<file path="src/lfbc_pkg.sv">
// ----------------------------------------------------------------------------
// lfbc_pkg
// Shared types and constants of the LED blink and fade controller.
// ----------------------------------------------------------------------------
`default_nettype none

package lfbc_pkg;

    localparam int TIME_WIDTH_DEF  = 16;
    localparam int ALPHA_WIDTH_DEF = 8;

    // configuration register indexes
    localparam int CFG_IDX_W = 3;
    localparam logic [CFG_IDX_W-1:0] CFG_BLINK_MODE   = 3'd0;
    localparam logic [CFG_IDX_W-1:0] CFG_VISIBLE_DUR  = 3'd1;
    localparam logic [CFG_IDX_W-1:0] CFG_INVISIBLE_DUR = 3'd2;
    localparam logic [CFG_IDX_W-1:0] CFG_FADE_IN_DUR  = 3'd3;
    localparam logic [CFG_IDX_W-1:0] CFG_FADE_OUT_DUR = 3'd4;

    // reset values of the durations
    localparam int VISIBLE_RESET   = 60;
    localparam int INVISIBLE_RESET = 60;
    localparam int FADE_IN_RESET   = 30;
    localparam int FADE_OUT_RESET  = 30;

    typedef enum logic [1:0] {
        PH_VISIBLE   = 2'd0,
        PH_FADE_OUT  = 2'd1,
        PH_INVISIBLE = 2'd2,
        PH_FADE_IN   = 2'd3
    } t_phase;

    typedef enum logic [1:0] {
        ST_IDLE,
        ST_SUB,
        ST_DIV,
        ST_DONE
    } t_state;

endpackage

`default_nettype wire

</file>
<file path="src/lfbc_sersub.sv">
// ----------------------------------------------------------------------------
// lfbc_sersub
// Bit-serial subtractor: a - b, one bit per cycle, lsb first.
// ----------------------------------------------------------------------------
`default_nettype none

module lfbc_sersub #(
    parameter int W = 17
) (
    input  wire logic         i_clk,
    input  wire logic         i_rst_n,
    input  wire logic         i_start,
    input  wire logic [W-1:0] i_a,
    input  wire logic [W-1:0] i_b,
    output logic              o_done,
    output logic [W-1:0]      o_diff
);

    localparam int CNT_W = $clog2(W + 1);

    logic [W-1:0]     r_a;
    logic [W-1:0]     r_b;
    logic [W-1:0]     r_d;
    logic             r_borrow;
    logic [CNT_W-1:0] r_cnt;
    logic             r_done;
    logic             s_bit;
    logic             s_borrow;

    assign s_bit    = r_a[0] ^ r_b[0] ^ r_borrow;
    assign s_borrow = (~r_a[0] & r_b[0]) | (~(r_a[0] ^ r_b[0]) & r_borrow);

    always_ff @(posedge i_clk) begin
        if (!i_rst_n) begin
            r_cnt  <= '0;
            r_done <= 1'b0;
        end else begin
            r_done <= 1'b0;
            if (i_start) begin
                r_cnt <= CNT_W'(W);
            end else if (r_cnt != '0) begin
                r_cnt  <= r_cnt - 1'b1;
                r_done <= (r_cnt == CNT_W'(1));
            end
        end
    end

    always_ff @(posedge i_clk) begin
        if (i_start) begin
            r_a      <= i_a;
            r_b      <= i_b;
            r_borrow <= 1'b0;
        end else if (r_cnt != '0) begin
            r_a      <= {1'b0, r_a[W-1:1]};
            r_b      <= {1'b0, r_b[W-1:1]};
            r_d      <= {s_bit, r_d[W-1:1]};
            r_borrow <= s_borrow;
        end
    end

    assign o_done = r_done;
    assign o_diff = r_d;

endmodule

`default_nettype wire

</file>
<file path="src/lfbc_div.sv">
// ----------------------------------------------------------------------------
// lfbc_div
// Restoring divider, one quotient bit per cycle. The upper TW bits of the
// numerator must be below the divisor.
// ----------------------------------------------------------------------------
`default_nettype none

module lfbc_div #(
    parameter int TW = 16,
    parameter int AW = 8
) (
    input  wire logic            i_clk,
    input  wire logic            i_rst_n,
    input  wire logic            i_start,
    input  wire logic [TW+AW-1:0] i_num,
    input  wire logic [TW-1:0]   i_den,
    output logic                 o_done,
    output logic [AW-1:0]        o_quot
);

    localparam int CNT_W = $clog2(AW + 1);

    logic [TW-1:0]    r_rem;
    logic [AW-1:0]    r_low;
    logic [AW-1:0]    r_quot;
    logic [TW-1:0]    r_den;
    logic [CNT_W-1:0] r_cnt;
    logic             r_done;
    logic [TW:0]      s_trial;
    logic [TW:0]      s_diff;
    logic             s_ge;

    assign s_trial = {r_rem, r_low[AW-1]};
    assign s_diff  = s_trial - {1'b0, r_den};
    assign s_ge    = (s_trial >= {1'b0, r_den});

    always_ff @(posedge i_clk) begin
        if (!i_rst_n) begin
            r_cnt  <= '0;
            r_done <= 1'b0;
        end else begin
            r_done <= 1'b0;
            if (i_start) begin
                r_cnt <= CNT_W'(AW);
            end else if (r_cnt != '0) begin
                r_cnt  <= r_cnt - 1'b1;
                r_done <= (r_cnt == CNT_W'(1));
            end
        end
    end

    always_ff @(posedge i_clk) begin
        if (i_start) begin
            r_rem <= i_num[TW+AW-1:AW];
            r_low <= i_num[AW-1:0];
            r_den <= i_den;
        end else if (r_cnt != '0) begin
            r_rem  <= s_ge ? s_diff[TW-1:0] : s_trial[TW-1:0];
            r_low  <= {r_low[AW-2:0], 1'b0};
            r_quot <= {r_quot[AW-2:0], s_ge};
        end
    end

    assign o_done = r_done;
    assign o_quot = r_quot;

endmodule

`default_nettype wire

</file>
<file path="src/led_blink_fade_controller.sv">
// ----------------------------------------------------------------------------
// led_blink_fade_controller
// Blink and fade sequencer driven by elapsed-time updates.
// ----------------------------------------------------------------------------
// Each request carries the ticks elapsed since the previous one and yields one
// result: the phase after the update and, when the update sets a new opacity,
// the alpha value. The countdown is subtracted bit-serially; a ramp update in a
// fading phase then runs a restoring divider unless the ramp saturates or the
// fade duration is zero. A new request is accepted only after the previous one
// has been written to the output register, though it is taken while that result
// still waits there.
// Writing any register restarts the sequence at the visible phase.
`default_nettype none

module led_blink_fade_controller
    import lfbc_pkg::*;
#(
    parameter int TIME_WIDTH  = TIME_WIDTH_DEF,
    parameter int ALPHA_WIDTH = ALPHA_WIDTH_DEF
) (
    input  wire logic                  i_clk,
    input  wire logic                  i_rst_n,
    // configuration
    input  wire logic                  i_cfg_we,
    input  wire logic [CFG_IDX_W-1:0]  i_cfg_index,
    input  wire logic [TIME_WIDTH-1:0] i_cfg_data,
    // update request
    input  wire logic                  i_valid,
    output logic                       o_ready,
    input  wire logic [TIME_WIDTH-1:0] i_elapsed_ticks,
    // result
    output logic                       o_valid,
    input  wire logic                  i_ready,
    output logic [ALPHA_WIDTH-1:0]     o_alpha,
    output logic                       o_alpha_written,
    output logic [1:0]                 o_phase
);

    localparam int TW = TIME_WIDTH;
    localparam int AW = ALPHA_WIDTH;
    localparam logic [AW-1:0] ALPHA_MAX = '1;

    t_state        r_state, n_state;
    logic          r_mode, n_mode;
    logic [TW-1:0] r_vis, n_vis;
    logic [TW-1:0] r_inv, n_inv;
    logic [TW-1:0] r_fin, n_fin;
    logic [TW-1:0] r_fout, n_fout;
    t_phase        r_phase, n_phase;
    logic [TW:0]   r_remain, n_remain;
    logic [AW-1:0] r_ramp, n_ramp;
    logic          r_out_valid, n_out_valid;
    logic [AW-1:0] r_alpha, n_alpha;
    logic          r_written, n_written;
    t_phase        r_out_phase, n_out_phase;

    logic             sub_start;
    logic             sub_done;
    logic [TW:0]      sub_diff;
    logic             div_start;
    logic             div_done;
    logic [AW-1:0]    div_quot;
    logic [TW-1:0]    cnt_u;
    logic             cnt_pos;
    logic [TW-1:0]    ramp_den;
    logic [TW+AW-1:0] div_num;

    assign cnt_u    = sub_diff[TW-1:0];
    assign cnt_pos  = !sub_diff[TW] && (sub_diff != '0);
    assign ramp_den = (r_phase == PH_FADE_OUT) ? r_fout : r_fin;
    // count * (2^AW - 1)
    assign div_num  = {cnt_u, {AW{1'b0}}} - {{AW{1'b0}}, cnt_u};

    lfbc_sersub #(
        .W (TW + 1)
    ) u_sub (
        .i_clk   (i_clk),
        .i_rst_n (i_rst_n),
        .i_start (sub_start),
        .i_a     (r_remain),
        .i_b     ({1'b0, i_elapsed_ticks}),
        .o_done  (sub_done),
        .o_diff  (sub_diff)
    );

    lfbc_div #(
        .TW (TW),
        .AW (AW)
    ) u_div (
        .i_clk   (i_clk),
        .i_rst_n (i_rst_n),
        .i_start (div_start),
        .i_num   (div_num),
        .i_den   (ramp_den),
        .o_done  (div_done),
        .o_quot  (div_quot)
    );

    always_comb begin
        logic restart;
        n_state     = r_state;
        n_mode      = r_mode;
        n_vis       = r_vis;
        n_inv       = r_inv;
        n_fin       = r_fin;
        n_fout      = r_fout;
        n_phase     = r_phase;
        n_remain    = r_remain;
        n_ramp      = r_ramp;
        n_out_valid = r_out_valid && !i_ready;
        n_alpha     = r_alpha;
        n_written   = r_written;
        n_out_phase = r_out_phase;
        sub_start   = 1'b0;
        div_start   = 1'b0;
        o_ready     = 1'b0;
        restart     = 1'b0;

        unique case (r_state)
            ST_IDLE: begin
                o_ready = 1'b1;
                if (i_valid) begin
                    sub_start = 1'b1;
                    n_state   = ST_SUB;
                end
            end
            ST_SUB: begin
                if (sub_done) begin
                    n_state = ST_DONE;
                    if (cnt_pos && r_mode &&
                        (r_phase == PH_FADE_OUT || r_phase == PH_FADE_IN)) begin
                        if (ramp_den == '0) begin
                            n_ramp = '0;
                        end else if (cnt_u > ramp_den) begin
                            n_ramp = ALPHA_MAX;
                        end else begin
                            div_start = 1'b1;
                            n_state   = ST_DIV;
                        end
                    end
                end
            end
            ST_DIV: begin
                if (div_done) begin
                    n_ramp  = div_quot;
                    n_state = ST_DONE;
                end
            end
            ST_DONE: begin
                if (!r_out_valid || i_ready) begin
                    n_out_valid = 1'b1;
                    n_alpha     = '0;
                    n_written   = 1'b0;
                    n_remain    = sub_diff;
                    if (cnt_pos) begin
                        if (r_mode && r_phase == PH_FADE_OUT) begin
                            n_alpha   = r_ramp;
                            n_written = 1'b1;
                        end else if (r_mode && r_phase == PH_FADE_IN) begin
                            n_alpha   = ALPHA_MAX - r_ramp;
                            n_written = 1'b1;
                        end
                    end else if (!r_mode) begin
                        // plain toggling; a fading phase holds its place
                        if (r_phase == PH_VISIBLE) begin
                            n_phase   = PH_INVISIBLE;
                            n_remain  = {1'b0, r_inv};
                            n_written = 1'b1;
                        end else if (r_phase == PH_INVISIBLE) begin
                            n_phase   = PH_VISIBLE;
                            n_remain  = {1'b0, r_vis};
                            n_alpha   = ALPHA_MAX;
                            n_written = 1'b1;
                        end
                    end else begin
                        unique case (r_phase)
                            PH_VISIBLE: begin
                                n_phase  = PH_FADE_OUT;
                                n_remain = {1'b0, r_fout};
                            end
                            PH_FADE_OUT: begin
                                n_phase   = PH_INVISIBLE;
                                n_remain  = {1'b0, r_inv};
                                n_written = 1'b1;
                            end
                            PH_INVISIBLE: begin
                                n_phase  = PH_FADE_IN;
                                n_remain = {1'b0, r_fin};
                            end
                            default: begin
                                n_phase   = PH_VISIBLE;
                                n_remain  = {1'b0, r_vis};
                                n_alpha   = ALPHA_MAX;
                                n_written = 1'b1;
                            end
                        endcase
                    end
                    n_out_phase = n_phase;
                    n_state     = ST_IDLE;
                end
            end
            default: n_state = ST_IDLE;
        endcase

        if (i_cfg_we) begin
            restart = 1'b1;
            unique case (i_cfg_index)
                CFG_BLINK_MODE:    n_mode = i_cfg_data[0];
                CFG_VISIBLE_DUR:   n_vis  = i_cfg_data;
                CFG_INVISIBLE_DUR: n_inv  = i_cfg_data;
                CFG_FADE_IN_DUR:   n_fin  = i_cfg_data;
                CFG_FADE_OUT_DUR:  n_fout = i_cfg_data;
                default:           restart = 1'b0;
            endcase
            if (restart) begin
                n_phase  = PH_VISIBLE;
                n_remain = {1'b0, n_vis};
            end
        end
    end

    always_ff @(posedge i_clk) begin
        if (!i_rst_n) begin
            r_state     <= ST_IDLE;
            r_mode      <= 1'b0;
            r_vis       <= TW'(VISIBLE_RESET);
            r_inv       <= TW'(INVISIBLE_RESET);
            r_fin       <= TW'(FADE_IN_RESET);
            r_fout      <= TW'(FADE_OUT_RESET);
            r_phase     <= PH_VISIBLE;
            r_remain    <= (TW + 1)'(VISIBLE_RESET);
            r_out_valid <= 1'b0;
        end else begin
            r_state     <= n_state;
            r_mode      <= n_mode;
            r_vis       <= n_vis;
            r_inv       <= n_inv;
            r_fin       <= n_fin;
            r_fout      <= n_fout;
            r_phase     <= n_phase;
            r_remain    <= n_remain;
            r_out_valid <= n_out_valid;
        end
    end

    always_ff @(posedge i_clk) begin
        r_ramp      <= n_ramp;
        r_alpha     <= n_alpha;
        r_written   <= n_written;
        r_out_phase <= n_out_phase;
    end

    assign o_valid         = r_out_valid;
    assign o_alpha         = r_alpha;
    assign o_alpha_written = r_written;
    assign o_phase         = r_out_phase;

endmodule

`default_nettype wire
</file>
<file path="config.mk">
export PLATFORM = sky130hd
export DESIGN_NAME = led_blink_fade_controller
export DESIGN_NICKNAME = d
export VERILOG_FILES = /design/src/lfbc_pkg.sv /design/src/lfbc_sersub.sv /design/src/lfbc_div.sv /design/src/led_blink_fade_controller.sv
export SDC_FILE = /design/constraint.sdc
export NUM_CORES = 1
export LEC_CHECK = 0
export BUFFER_PORTS_ARGS = -buffer_cell sky130_fd_sc_hd__buf_4
export CAP_MARGIN = 25
export CORE_ASPECT_RATIO = 0.7
export CORE_MARGIN = 2
export CORE_UTILIZATION = 40
export DETAILED_ROUTE_END_ITERATION = 12
export SYNTH_ARGS = -nofsm -noshare
export SYNTH_HDL_FRONTEND = slang
export SYNTH_SLANG_ARGS = --single-unit
</file>
<file path="constraint.sdc">
create_clock -name i_clk -period 5.55 [get_ports i_clk]
set_input_delay 0 -clock i_clk [delete_from_list [all_inputs] [get_ports i_clk]]
set_output_delay 0 -clock i_clk [all_outputs]
set_load 0.005 [all_outputs]
</file>
==> impl_metrics.py, run 1 <==
metrics = {
    "finish": {
        "num-nets-final": 1394,
        "ant_diodes": 0,
        "drive_above_1_share": 0.133,
        "layout.core_utilization": 0.466,
        "syn_to_layout_area_delta_pct": 15.4,
    },
    "min_path": {
        "min_path_type": "primary input to flip-flop",
    },
    "die": {
        "core_area_um2": 29800,
        "die-height_um": 149,
        "placementRows": 53,
        "initial_core_util": 0.404,
        "pin_count": 53,
        "floorplan.die_area_um2": 31500,
        "die_w_um": 211,
    },
    "timing": {
        "clock.fmax_mhz": 233,
        "hold_viol_final": 0,
        "fin_setup_tns_ns": 0,
        "finalClockSkew_ns": 0.00952,
        "post-route-worst-setup-slack_ns": 1.26,
        "timing.max_slew.rel_slack": 0.283,
        "timing.final.max_slew_violations": 0,
        "min_tclk_post_route_ns": 4.29,
        "setup_viol_count_final": 0,
        "layout_worst_path_cycle_share": 0.773,
        "rsz_0062_raised_after_global_routing": "no",
        "timing_worst_slew_pin_value_ns": 1.06,
    },
    "synth": {
        "syn-num-nets": 1336,
        "synthesis.area_um2": 12000,
        "synthesized_area_fraction_occupied_by_xor_and_xnor_cells": 0.0233,
        "synth-async-reset-ratio": 0,
        "synthesis.instances": 1241,
        "post_synth_num_cell_types": 68,
        "yosysWarnings": 0,
        "synthDominantAreaCellType": "edfxtp_1",
        "top_count_cell_post_synth": "nand2_1",
        "yosys.area.top_type_share": 0.292,
        "synth_top_family_by_area": "compound AO/OA/AOI/OAI gates",
        "synth_flop_cell": "edfxtp_1",
        "post_synthesis_compound_gate_area_fraction": 0.183,
        "leading_post_synthesis_cells_by_cell_area": "edfxtp_1, dfxtp_1, nand2_1",
        "synth-seq-area-share": 0.457,
        "post_synth_fa_ha_maj_area_fraction": 0.0585,
        "post_synthesis_mux_area_share": 0.0938,
        "synthTopCellsByCount": "nand2_1, edfxtp_1, dfxtp_1, a21oi_1, o21ai_0",
        "ys_ff_latch": 216,
        "yosys.area_share.simple": 0.139,
        "syn_avg_cell_area_um2": 9.69,
        "synth_enable_flop_cells": 117,
    },
    "clock_tree": {
        "clkLatencyLatePin_ns": 0.52,
        "worst_setup_hold_path_clk_slew_ns": 0.07,
        "cts.sink_count": 216,
        "cts_tree": "built",
        "clock_tree.htree_level_count": 1,
        "ctsRootBufferMaster": "clkbuf_16",
        "cts_made_buffers": 23,
        "cts_buffer_depth": 3,
    },
    "grt": {
        "first_pass_grt_wire_length_um": 51700,
        "grt_util_all_layers": 0.211,
        "antenna_found_initial": 0,
        "grt_max_degree": 90,
        "first_global_vias": 8809,
        "global_route.overflow_total": 0,
    },
    "routing": {
        "routed_wirelength_um": 33700,
        "route.vias.total": 9657,
        "dr.pass1.iters": 10,
        "drt-wirelength-per-cell_um": 19.8,
        "drc_errors": 0,
        "final_antenna_net_count": 0,
        "detail_route.iter0.violations": 991,
        "vias_per_cell": 5.68,
    },
    "critical_path": {
        "cp-end-kind": "flip-flop",
        "start_kind": "flip-flop",
        "critPathRequiredTime_ns": 5.70,
        "setup.worst_path.class": "flip-flop to flip-flop",
        "worstPathMaxFanout": 25,
        "arrival_ns": 4.44,
    },
    "placement": {
        "place.port_buffers": 52,
        "place.gp.congestion": 0.833,
        "post-dp-hpwl_um": 22600,
        "place_worst_setup_slack_ns": 1.36,
    },
    "job": {
        "cap_violations": 0,
    },
    "power": {
        "vdd.ir_drop.worst_uv": 252,
        "cellPowerDensity_nw_per_um2": 500,
        "leakagePower_nw": 5.10,
    },
    "status": {
        "run_status": "complete, no violations",
    },
}
## flip-flops by register name, indices dropped and copies added (netlist names), 2 cells and up
register and cells:
r_fout 16, u_div.r_rem 16, o_phase 2, r_phase 2, u_sub.r_a 17, u_div.r_den 16
u_sub.o_diff 17, r_inv 16, u_div.r_cnt 4, r_remain 17, u_div.r_low 8, u_sub.r_b 16
r_ramp 8, u_div.o_quot 8, r_state 2, r_fin 16, u_sub.r_cnt 5, r_vis 16
o_alpha 8
## kinds of logic after synthesis
logic type                 after synthesis
xor gates and xnor gates                32
adders and majority gates               55
DFF                                    216
muxes                                  105
buffers and inverters                  137
and+or+nand+nor                        366
AOI/OAI and AO/OA                      330
## worst max-delay path, cell delays in order (launching register included)
cell and delay [ns]:
dfxtp_1 0.33, inv_1 0.14, ha_2 0.57, buf_4 0.43, mux2i_1 0.34, ha_1 0.30
o21a_1 0.19, o22ai_1 0.18, o211ai_1 0.22, a211oi_4 0.27, buf_4 0.32, or2_2 0.60
## area by class of cell
cell class                      instances  area (um^2)
Fill cell                            2794        15900
Clock inverter                         12          116
Inverter                               67          254
Multi-Input combinational cell        888         6000
Sequential cell                       216         5500
Clock buffer                           29          639
Tap cell                              385          482
Timing Repair Buffer                  103          886
## per-stage QoR
stage / hold slack, ns / total power [mW] / cells / cell area (um^2)
6_report: 0.0656 / 6.93 / 1700 / 13900
5_1_grt: 0.102 / 7.34 / 1700 / 13900
4_1_cts: 0.0555 / 6.93 / 1699 / 13800
3_5_place_dp: 0.255 / 5.32 / 1621 / 12700
3_3_place_gp: 0.249 / 5.26 / 1621 / 12700
2_1_floorplan: 0.111 / 4.56 / 1241 / 12000
## report_power, final
group          internal (mW)  switching [mW]
Sequential              2.32           0.398
Clock                  0.910           0.664
Combinational           1.10            1.54
## path summary, 6_finish.rpt
path / start / endpoint / slack, ns / cells past startpoint
worst min register to register: u_div.o_quot[6]$_DFFE_PP_ / u_div.o_quot[7]$_DFFE_PP_ / 0.46 / 0
worst max register to register: r_phase[1]$_SDFF_PN0_ / u_div.r_rem[9]$_DFFE_PP_ / 1.26 / 11
worst min-delay path: i_rst_n / r_inv[2]$_SDFFE_PN1P_ / 0.07 / 2
worst max-delay path: r_phase[1]$_SDFF_PN0_ / u_div.r_rem[9]$_DFFE_PP_ / 1.26 / 11
## routing by layer
layer / global-route usage / up-vias / routed length (um)
met4: 0.0352 / 0 / 448
met1: 0.326 / 4647 / 16600
met2: 0.302 / 351 / 13900
li1: - / 4621 / -
met5: 0 / - / 0
met3: 0.0455 / 38 / 2770
## placed cells by master (no fill, tap or decap), types with 6 or more instances in the layout
cell,n
a211oi_1,10
a21boi_0,50
a21o_1,9
a21oi_1,80
a222oi_1,17
a22oi_1,9
a31oi_1,6
and3_1,6
buf_4,65
clkbuf_16,24
dfxtp_1,99
dlygate4sd3_1,37
edfxtp_1,117
ha_1,52
inv_1,65
mux2_1,6
mux2_2,51
mux2i_1,47
nand2_1,192
nand2b_1,9
nand3_1,25
nand4_1,6
nor2_1,53
nor2b_1,15
nor3_1,19
nor3b_1,6
nor4_1,9
o211ai_1,30
o21a_1,15
o21ai_0,73
xnor2_1,23
xor2_1,9
## timing repair
action / 4_1_cts / 5_1_grt
buffers inserted: 0 / 0
hold buffers: 37 / 0
gates resized for setup: 0 / 0
endpoints found under the setup margin: 0 / 0
hold endpoints to repair: 100 / 0
Note: power is estimated with default switching activity, not from simulation.
==> inputs of run 2 (changes only) <==
- clock period: 5.55 -> 3.8 ns (I/O delays scaled with it)
==> run 2 against run 1 <==
Compared with the run above:
- combinational power rose by 59%
- global-route usage rose by 0.67 points
- wire length rose by 2.9%
- largest power group is now combinational cells
- largest cell class unchanged
- via count rose by 1.6%
- highest routed layer unchanged
- count of clock-buffer cells in the layout fell by 4
==> impl_metrics.py, run 2 (synthesis gave the netlist of run 1 again) <==
metrics = {
    "finish": {
        "ant_diodes": 0,
        "layout_common_cells": "nand2_1, edfxtp_1, dfxtp_1",
        "num-nets-final": 1410,
        "layout_commonest_cell": "nand2_1",
        "stdcell_area_um2": 13900,
        "drive_above_1_share": 0.141,
        "layout.core_utilization": 0.468,
        "syn_to_layout_area_delta_pct": 15.9,
        "layoutNonFillerInstCount": 1715,
    },
    "critical_path": {
        "worstPathMaxFanout": 24,
        "setup.worst_path.class": "flip-flop to flip-flop",
        "critical-path-max-stage-delay_ns": 0.53,
        "most_repeated_library_cell_on_the_critical_path": "inv_1",
        "start_kind": "flip-flop",
        "arrival_ns": 3.72,
        "worst_path_max_delay_cell": "or4_1",
        "critPathRequiredTime_ns": 3.98,
        "cp-end-kind": "flip-flop",
        "cp_cell_sequence": "inv_1 -> ha_4 -> mux2_2 -> inv_1 -> ha_1 -> nand3_1 -> or4_1 -> nor2_1 -> nand2_1 -> a211oi_4 -> buf_12 -> or2_4",
    },
    "timing": {
        "min_tclk_post_route_ns": 3.54,
        "layout_worst_path_cycle_share": 0.932,
        "timing.max_slew.rel_slack": 0.345,
        "setup_viol_count_final": 0,
        "clock.fmax_mhz": 282,
        "finalClockSkew_ns": 0.0127,
        "hold_viol_final": 0,
        "post-route-worst-setup-slack_ns": 0.259,
        "final.hold.worst_slack_ns": 0.0511,
        "fin_setup_tns_ns": 0,
        "timing_worst_slew_pin_value_ns": 0.981,
        "rsz_0062_raised_after_global_routing": "no",
        "timing.final.max_slew_violations": 0,
    },
    "grt": {
        "first_pass_grt_wire_length_um": 52600,
        "first_global_vias": 8807,
        "antenna_found_initial": 0,
        "global_route.overflow_total": 0,
        "grt_util_all_layers": 0.218,
        "grt_max_degree": 90,
    },
    "die": {
        "floorplan.die_area_um2": 31500,
        "placementRows": 53,
        "initial_core_util": 0.404,
        "die-height_um": 149,
        "die_w_um": 211,
        "core_area_um2": 29800,
        "pin_count": 53,
    },
    "placement": {
        "place_worst_setup_slack_ns": 0.138,
        "place.port_buffers": 52,
        "post-dp-hpwl_um": 24200,
        "placedInstanceArea_um2": 12900,
        "place.gp.congestion": 0.878,
        "placed_cells": 1641,
    },
    "power": {
        "power_switching_mw": 3.83,
        "p_comb_frac": 0.414,
        "relative_contribution_of_sequential_cells_to_total_power": 0.375,
        "post-layout-total-power_mw": 10.2,
        "clockPowerShare": 0.211,
        "netSwitchingFraction": 0.378,
        "p_int_mw": 6.32,
        "cellPowerDensity_nw_per_um2": 728,
        "leakagePower_nw": 5.14,
        "vdd.ir_drop.worst_uv": 380,
    },
    "routing": {
        "vias_per_cell": 5.72,
        "dr.pass1.iters": 6,
        "routed_wirelength_um": 34600,
        "detail_route.iter0.violations": 978,
        "final_antenna_net_count": 0,
        "drt-wirelength-per-cell_um": 20.2,
        "route.vias.total": 9809,
        "drc_errors": 0,
    },
    "clock_tree": {
        "cts_tree": "built",
        "cts_made_buffers": 21,
        "ctsRootBufferMaster": "clkbuf_16",
        "cts_buffer_depth": 3,
        "clkLatencyLatePin_ns": 0.52,
        "cts.sink_count": 216,
        "clock_tree.htree_level_count": 1,
        "worst_setup_hold_path_clk_slew_ns": 0.07,
    },
    "job": {
        "cap_violations": 0,
    },
    "min_path": {
        "min_path_type": "primary input to flip-flop",
    },
    "status": {
        "run_status": "complete, no violations",
    },
}
[run 2: cell types whose count changed in the layout (fill, tap and decap cells not counted), sizes merged]
cell         previous run  this run
buf                    66        85
clkbuf                 29        25
clkinvlp                2         0
bufinv                  2         3
clkinv                  8         9
dlygate4sd3            37        36
inv                    67        68
[run 2: area by class of cell]
type | count | area, um^2
fill | 2807 | 15800
sequential | 216 | 5500
tap | 385 | 482
clock buffer | 25 | 541
inverter | 67 | 254
clock inverter | 13 | 135
timing repair buffer | 121 | 1010
multi-input combinational | 888 | 6020
[run 2: routing by layer]
metal | GRT usage | part of all wire | routed length (um) | vias up
met2 | 0.309 | 0.41 | 14200 | 372
met5 | 0 | 0 | 0 | -
met4 | 0.0331 | 0.013 | 439 | 0
met1 | 0.345 | 0.50 | 17200 | 4764
li1 | - | - | - | 4643
met3 | 0.0400 | 0.081 | 2810 | 30
[run 2: repair_timing]
action / CTS / global route
endpoints found under the setup margin: 0 / 25
setup buffers: 0 / 0
hold endpoints to repair: 101 / 0
hold buffers: 36 / 0
gates resized for setup: 0 / 1
[run 2: worst max-delay path, delay by kind of cell (launching register included)]
kind                       cells  cell delay [ns]
and+or+nand+nor                5             1.30
adders and majority gates      2             0.45
buffers and inverters          3             0.43
muxes                          1             0.38
DFF                            1             0.33
AOI/OAI and AO/OA              1             0.28
[run 2: power groups by stage]
stage / sequential, mW / clock, mW / combinational [mW]
after global placement: 3.84 / 0 / 4.03
after global routing: 3.87 / 2.25 / 4.62
after CTS: 3.80 / 2.16 / 4.16
after floorplan: 3.69 / 0 / 2.99
after detailed placement: 3.83 / 0 / 4.12
final: 3.81 / 2.14 / 4.20
[run 2: path summary, 6_finish.rpt]
kind                        startpoint                   endpoint  slack [ns]  cells past startpoint
max              r_phase[1]$_SDFF_PN0_  u_div.r_rem[11]$_DFFE_PP_        0.26                     12
min                            i_rst_n      r_inv[2]$_SDFFE_PN1P_        0.05                      2
max reg2reg      r_phase[1]$_SDFF_PN0_  u_div.r_rem[11]$_DFFE_PP_        0.26                     12
min reg2reg  u_div.o_quot[0]$_DFFE_PP_  u_div.o_quot[1]$_DFFE_PP_        0.46                      0
